--- src/sv/dense_to_csr_builder_with_lookup_assert.svh ---
// assertion macros for the sparse row builder
`ifndef DENSE_TO_CSR_BUILDER_WITH_LOOKUP_ASSERT_SVH
`define DENSE_TO_CSR_BUILDER_WITH_LOOKUP_ASSERT_SVH

// consequent must hold in the same cycle as the antecedent
`define DCSR_ASSERT_IMPLY(label, clk, rst, ante, cons) \
   label: assert property (@(posedge clk) disable iff (rst) (ante) |-> (cons)) \
      else $error("same-cycle implication failed");

// consequent must hold in the cycle after the antecedent
`define DCSR_ASSERT_NEXT(label, clk, rst, ante, cons) \
   label: assert property (@(posedge clk) disable iff (rst) (ante) |=> (cons)) \
      else $error("next-cycle implication failed");

// expression must hold at every clock edge out of reset
`define DCSR_ASSERT_ALWAYS(label, clk, rst, expr) \
   label: assert property (@(posedge clk) disable iff (rst) (expr)) \
      else $error("invariant failed");

`endif

--- src/sv/dcsr_pkg.sv ---
package dcsr_pkg;

   // storage defaults
   localparam int DEF_MAX_NONZEROS = 4096;
   localparam int DEF_MAX_ROWS     = 1024;

   // fixed limits
   localparam int MAX_COLS   = 1024;
   localparam int VALUE_BITS = 32;

   // port field widths
   localparam int ACTION_BITS    = 2;
   localparam int ELEM_BITS      = 32;
   localparam int QROW_BITS      = 10;
   localparam int QCOL_BITS      = 10;
   localparam int STATUS_BITS    = 2;
   localparam int RESULT_BITS    = 32;
   localparam int STORED_BITS    = 13;
   localparam int CSR_INDEX_BITS = 2;
   localparam int CSR_DATA_BITS  = 16;

   // internal widths
   localparam int SRC_BITS   = 16;
   localparam int WROWS_BITS = 11;
   localparam int WIDTH_BITS = 11;
   localparam int COL_BITS   = 10;
   localparam int PEND_BITS  = 11;

   typedef enum logic [ACTION_BITS-1:0] {
      ACT_RESTART = 2'd0,
      ACT_LOAD    = 2'd1,
      ACT_QUERY   = 2'd2,
      ACT_NONE    = 2'd3
   } action_type;

   typedef enum logic [STATUS_BITS-1:0] {
      RSP_OK          = 2'd0,
      RSP_EARLY_QUERY = 2'd1,
      RSP_OVERFLOW    = 2'd2,
      RSP_EXTRA       = 2'd3
   } rsp_status_type;

   typedef enum logic [CSR_INDEX_BITS-1:0] {
      CSR_SOURCE_ROWS  = 2'd0,
      CSR_WINDOW_BEGIN = 2'd1,
      CSR_WINDOW_ROWS  = 2'd2,
      CSR_ROW_WIDTH    = 2'd3
   } csr_index_type;

   // controller to datapath
   typedef struct packed {
      logic accept;
      logic fill_write;
      logic fill_sel_b;
      logic fill_begin_b;
      logic q_start;
      logic q_end;
      logic walk_check;
      logic walk_step;
      logic emit;
   } dp_cmd_type;

   // datapath to controller
   typedef struct packed {
      logic fill_a_req;
      logic fill_b_req;
      logic query_go;
      logic fill_last;
      logic walk_empty;
      logic walk_hit;
      logic walk_last;
   } dp_status_type;

endpackage

--- src/sv/dcsr_ctrl.sv ---
module dcsr_ctrl (
   input  logic                    clock,
   input  logic                    reset,
   input  logic                    req_valid,
   output logic                    req_ready,
   output logic                    rsp_valid,
   input  logic                    rsp_ready,
   input  dcsr_pkg::dp_status_type status,
   output dcsr_pkg::dp_cmd_type    cmd
);
   import dcsr_pkg::*;

   typedef enum logic [6:0] {
      S_IDLE    = 7'b0000001,
      S_FILL_A  = 7'b0000010,
      S_FILL_B  = 7'b0000100,
      S_Q_START = 7'b0001000,
      S_Q_END   = 7'b0010000,
      S_WALK    = 7'b0100000,
      S_EMIT    = 7'b1000000
   } ctrl_state_type;

   ctrl_state_type state_ff, state_in;
   logic           b_pend_ff, b_pend_in;
   logic           rsp_valid_ff, rsp_valid_in;

   assign req_ready = (state_ff == S_IDLE) && !reset;
   assign rsp_valid = rsp_valid_ff;

   // sequencing of one transaction
   always_comb begin
      state_in     = state_ff;
      b_pend_in    = b_pend_ff;
      rsp_valid_in = rsp_valid_ff && !rsp_ready;
      cmd          = '0;
      unique case (state_ff)
         S_IDLE: begin
            if (req_valid && req_ready) begin
               cmd.accept = 1'b1;
               b_pend_in  = status.fill_b_req;
               if (status.fill_a_req) begin
                  state_in = S_FILL_A;
               end else if (status.fill_b_req) begin
                  state_in = S_FILL_B;
               end else if (status.query_go) begin
                  state_in = S_Q_START;
               end else begin
                  state_in = S_EMIT;
               end
            end
         end
         S_FILL_A: begin
            cmd.fill_write = 1'b1;
            if (status.fill_last) begin
               if (b_pend_ff) begin
                  cmd.fill_begin_b = 1'b1;
                  state_in         = S_FILL_B;
               end else begin
                  state_in = S_EMIT;
               end
            end
         end
         S_FILL_B: begin
            cmd.fill_write = 1'b1;
            cmd.fill_sel_b = 1'b1;
            if (status.fill_last) begin
               state_in = S_EMIT;
            end
         end
         S_Q_START: begin
            cmd.q_start = 1'b1;
            state_in    = S_Q_END;
         end
         S_Q_END: begin
            cmd.q_end = 1'b1;
            state_in  = status.walk_empty ? S_EMIT : S_WALK;
         end
         S_WALK: begin
            cmd.walk_check = 1'b1;
            if (status.walk_hit || status.walk_last) begin
               state_in = S_EMIT;
            end else begin
               cmd.walk_step = 1'b1;
            end
         end
         S_EMIT: begin
            if (!rsp_valid_ff || rsp_ready) begin
               cmd.emit     = 1'b1;
               rsp_valid_in = 1'b1;
               state_in     = S_IDLE;
            end
         end
         default: begin
            state_in = S_IDLE;
         end
      endcase
   end

   always_ff @(posedge clock) begin
      if (reset) begin
         state_ff     <= S_IDLE;
         b_pend_ff    <= 1'b0;
         rsp_valid_ff <= 1'b0;
      end else begin
         state_ff     <= state_in;
         b_pend_ff    <= b_pend_in;
         rsp_valid_ff <= rsp_valid_in;
      end
   end

endmodule

--- config.mk ---
export PLATFORM = sky130hd
export DESIGN_NAME = dcsr_ctrl
export DESIGN_NICKNAME = d
export VERILOG_FILES = /design/src/sv/dense_to_csr_builder_with_lookup_assert.svh /design/src/sv/dcsr_pkg.sv /design/src/sv/dcsr_ctrl.sv
export SDC_FILE = /design/constraint.sdc
export NUM_CORES = 1
export LEC_CHECK = 0
export ABC_CLOCK_PERIOD_IN_PS = 1900
export BUFFER_PORTS_ARGS = -buffer_cell sky130_fd_sc_hd__buf_4
export CORE_MARGIN = 2
export CORE_UTILIZATION = 48
export DETAILED_ROUTE_END_ITERATION = 7
export PLACE_DENSITY = 0.76
export SETUP_SLACK_MARGIN = 0.3
export SLEW_MARGIN = 10
export SYNTH_ARGS = -nofsm -noshare
export SYNTH_HDL_FRONTEND = slang
export SYNTH_SLANG_ARGS = --single-unit
--- constraint.sdc ---
create_clock -name clock -period 1.9 [get_ports clock]
set_input_delay 0.57 -clock clock [delete_from_list [all_inputs] [get_ports clock]]
set_output_delay 0.57 -clock clock [all_outputs]
set_load 0.01 [all_outputs]
==> flow_summary.json, run 1 <==
{
  "status": "aborted with a tool error",
  "lastStage": "5_1_grt",
  "first-error": "[ERROR DPL-0038] Utilization greater than 100%, impossible to legalize",
  "numPortBuffers": 21,
  "synth_edf_count": 0,
  "boundaryPins": 22,
  "synth_cells": 86,
  "worst_endpoint_kind": "top-level output",
  "synth.avg_cell_area_um2": 7.96,
  "cts_root_buf": "clkbuf_4",
  "ys.flop_type": "dfxtp_1",
  "die_h_um": 41.8,
  "gp_congestion": 0.789,
  "cts_buffer_depth": 2,
  "htreeDepth": 1,
  "postGrtWorstEndpoint": "cmd[1]",
  "initial_core_util": 0.519,
  "ys_warn_count": 0,
  "async_flop_share": 0,
  "num_rows": 13,
  "ys_seq_area_frac": 0.263,
  "synthDistinctLibCells": 39,
  "cts.sinks": 9,
  "synth_seq_cells": 9,
  "numCtsBuffers": 3,
  "ctsHoldBuffers": 0,
  "hpwlAfterDp_mm": 1.30,
  "grt_start_max_net_pins": 11,
  "synth_area_um2": 684,
  "synthesis.nets": 97,
  "die_w_um": 41.8
}
synthesized netlist by cell type (all sizes together) (2+ instances only):
| cell | instances | area, um2 |
|---|---|---|
| dfxtp | 9 | 180 |
| nor2 | 7 | 26.3 |
| nor3 | 7 | 40.0 |
| nor2b | 5 | 31.3 |
| clkbuf | 4 | 15.0 |
| o21ai | 4 | 20.0 |
| or3 | 4 | 30.0 |
| a21oi | 3 | 15.0 |
| and3 | 3 | 18.8 |
| nand3 | 3 | 15.0 |
| nor3b | 3 | 22.5 |
| nor4b | 3 | 32.5 |
| and2 | 2 | 12.5 |
| buf | 2 | 10.0 |
| nand2 | 2 | 7.51 |
| nand2b | 2 | 12.5 |
| nand3b | 2 | 15.0 |
| o211a | 2 | 20.0 |
| xor2 | 2 | 17.5 |
cells by family after synthesis:
group                  share of synthesized area
XOR/XNOR                                  0.0384
AO/OA/AOI/OAI                              0.159
buffers and inverters                     0.0420
flip-flops                                 0.263
multiplexers                              0.0146
AND/OR/NAND/NOR                            0.483
what timing repair did:
item / in CTS
buffers inserted: 17
gates cloned: 0
resized for setup: 35
pin swaps: 15
endpoints found under the setup margin: 13
metrics by stage:
stage / setup slack (ns) / util / instances / instance area [um2] / TNS [ns]
3_3_place_gp: 0.102 / 0.700 / 121 / 922 / 0
3_5_place_dp: 0.108 / 0.700 / 121 / 922 / 0
4_1_cts: -0.0858 / 0.899 / 142 / 1180 / -0.113
2_1_floorplan: 0.0752 / - / 86 / 739 / 0
==> run 2: changes to the inputs <==
- CORE_AREA: not set -> 2 2 63 65
- CORE_MARGIN: 2 -> not set
- CORE_UTILIZATION: 48 -> not set
- DIE_AREA: not set -> 0 0 65 67
- PLACE_DENSITY: 0.76 -> not set
- PLACE_DENSITY_LB_ADDON: not set -> 0.15
- SETUP_SLACK_MARGIN: 0.3 -> not set
==> run 2 against run 1 <==
  * The flow now finishes, with violations (negative setup slack)
  * Synthesized cell count stayed put
  * Area after synthesis did not move
==> flow_summary.json, run 2 <==
{
  "drt_iter0_drc": 18,
  "synthAdderAreaFrac": 0,
  "core_area_mm2": 0.00361,
  "synth.top_cells.by_area": "dfxtp_1 (26%), nor2b_1 (4.6%), nor3_1 (4.4%)",
  "vias_per_cell": 4.60,
  "yosysTopAreaCell": "dfxtp_1",
  "grt_remaining_overflow": 0,
  "synth.avg_cell_area_um2": 7.96,
  "drt.antenna.violating_nets": 0,
  "drc": 0,
  "fin_ws_ns": -0.0865,
  "finalCritPeriodShare": 1.05,
  "fp.dieArea_mm2": 0.00436,
  "wl_mm": 2.08,
  "top_register": "state_ff",
  "rsz0062_at_grt": "true",
  "synth-simple-area-share": 0.483,
  "synthDistinctLibCells": 39,
  "irDropWorstVdd_uv": 182,
  "htreeDepth": 1,
  "layout-drive-gt1-share": 0.517,
  "antenna_found_initial": 0,
  "globalRouteTotalUtil": 0.106,
  "synth_top_family_by_area": "simple AND/OR/NAND/NOR gates",
  "synthMostInstantiatedCell": "dfxtp_1",
  "path_class": "register to output port",
  "wl_per_cell_um": 12.4,
  "maxSlewViolCount": 0,
  "yosysTopAreaCellShare": 0.263,
  "num_rows": 22,
  "fin_crit_ns": 1.99,
  "synth_edf_count": 0,
  "synth_common_cells": "dfxtp_1 (9), nor2_1 (7), nor3_1 (6)",
  "fin_util": 0.315,
  "skew_ns": 0.00273,
  "cts_buffer_depth": 2,
  "cts_root_buf": "clkbuf_8",
  "grt_start_max_net_pins": 11,
  "drtPass1Iterations": 4,
  "synthXorXnorAreaFrac": 0.0384,
  "synth_seq_cells": 9,
  "fillers": 384,
  "diodes": 0,
  "cp_max_fo": 2,
  "final_cell_mix": "buf_4 (34), nor2_1 (5)",
  "violations": "negative setup slack",
  "clkTransAtPathRegs_ns": 0.04,
  "synthMuxAreaShare": 0.0146,
  "ys_warn_count": 0,
  "boundaryPins": 22,
  "layout_commonest_cell": "buf_4",
  "numCtsBuffers": 3,
  "fin_nets": 132,
  "vias": 773,
  "crit_path_start_kind": "register",
  "synthesis.nets": 97,
  "gp_congestion": 0.783,
  "ys.flop_type": "dfxtp_1",
  "ctsHoldBuffers": 0,
  "hold_class": "register to register",
  "placed_cells": 159,
  "maxSlewHeadroom": 0.783,
  "initial_core_util": 0.190,
  "grt_pass1_wl_mm": 3.50,
  "ys_seq_area_frac": 0.263,
  "critPathRequiredTime_ns": 1.33,
  "worst_setup_path_end_kind": "output port",
  "numPortBuffers": 21,
  "fin_cells": 168,
  "hpwlAfterDp_mm": 1.63,
  "die_h_um": 67,
  "async_flop_share": 0,
  "power_mw": 0.673,
  "status": "finished, violations left",
  "arrival_ns": 1.42,
  "cts.sinks": 9,
  "finalHoldViolations": 0,
  "synth-compound-area-share": 0.159,
  "largest_register_ffs": 7,
  "power_per_cell_area_mw_per_mm2": 593,
  "worst_pin_slew_ns": 0.325,
  "maxCapViolCount": 0,
  "setup-violations-final": 2,
  "die_w_um": 65,
  "clock.fmax_ghz": 0.503,
  "synth_cells": 86,
  "p_leak_nw": 0.490,
  "area_delta_synth_final_pct": 65.8,
  "first_global_vias": 769,
  "synth_area_um2": 684,
  "cts_tree": "built",
  "insertion_delay_ns": 0.23
}
-- run 2: cell counts after synthesis --
No cell type changed its count.
-- run 2: logic make-up after synthesis --
group	after synthesis
simple gates	51
mux	1
flops	9
xor+xnor	3
compound gates	15
buf+inv	7
-- run 2: final timing paths --
path,cells after the start,end,from,slack (ns)
worst max-delay path,5,cmd[1],state_ff[3],-0.09
worst min-delay path,2,rsp_valid,rsp_valid,0.50
worst max register to register,4,state_ff[2],state_ff[6],0.17
worst min register to register,2,rsp_valid,rsp_valid,0.50
-- run 2: area by class of cell --
| class | count | area [um2] | share of cell area |
|---|---|---|---|
| well taps | 48 | 60.1 | 0.0529 |
| flip-flops and latches | 9 | 196 | 0.173 |
| repair buffers | 36 | 278 | 0.245 |
| clock buffers | 4 | 45.0 | 0.0397 |
| inverters | 1 | 3.75 | 0.00331 |
| multi-input cells | 70 | 552 | 0.486 |
-- run 2: layer usage --
metal,part of all wire,vias to the layer above,GRT usage
met3,0.027,5,0.0101
li1,-,389,-
met5,0,-,0
met2,0.52,17,0.171
met4,0.029,0,0.0718
met1,0.42,362,0.133
-- run 2: repair_timing --
action / in CTS / in global routing
setup buffers: 3 / 2
resized for setup: 11 / 14
setup endpoints to repair: 8 / 8
pin swaps: 5 / 5
-- run 2: per-stage QoR --
stage	setup slack (ns)	hold WS, ns	TNS [ns]	cell area [um2]
after detailed placement	0.139	0.496	0	970
after global routing	-0.183	0.545	-0.570	1130
after global placement	0.119	0.492	0	970
final	-0.0865	0.495	-0.116	1130
after CTS	-0.0990	0.504	-0.234	1070
after floorplan	0.0179	0.487	0	702
-- run 2: critical path: stages (launching register included) --
cell and delay (ns):
dfxtp_4 0.34, nor3_4 0.21, and2_4 0.17, and3b_1 0.17, nor3b_4 0.18, buf_6 0.12
-- run 2: power by group --
group / internal [mW] / switching [mW] / leakage (nW)
sequential: 0.198 / 0.0189 / 0.0761
clock: 0.146 / 0.0746 / 0.0228
combinational: 0.127 / 0.108 / 0.391
No activity file was read; power rests on OpenSTA's default activity.
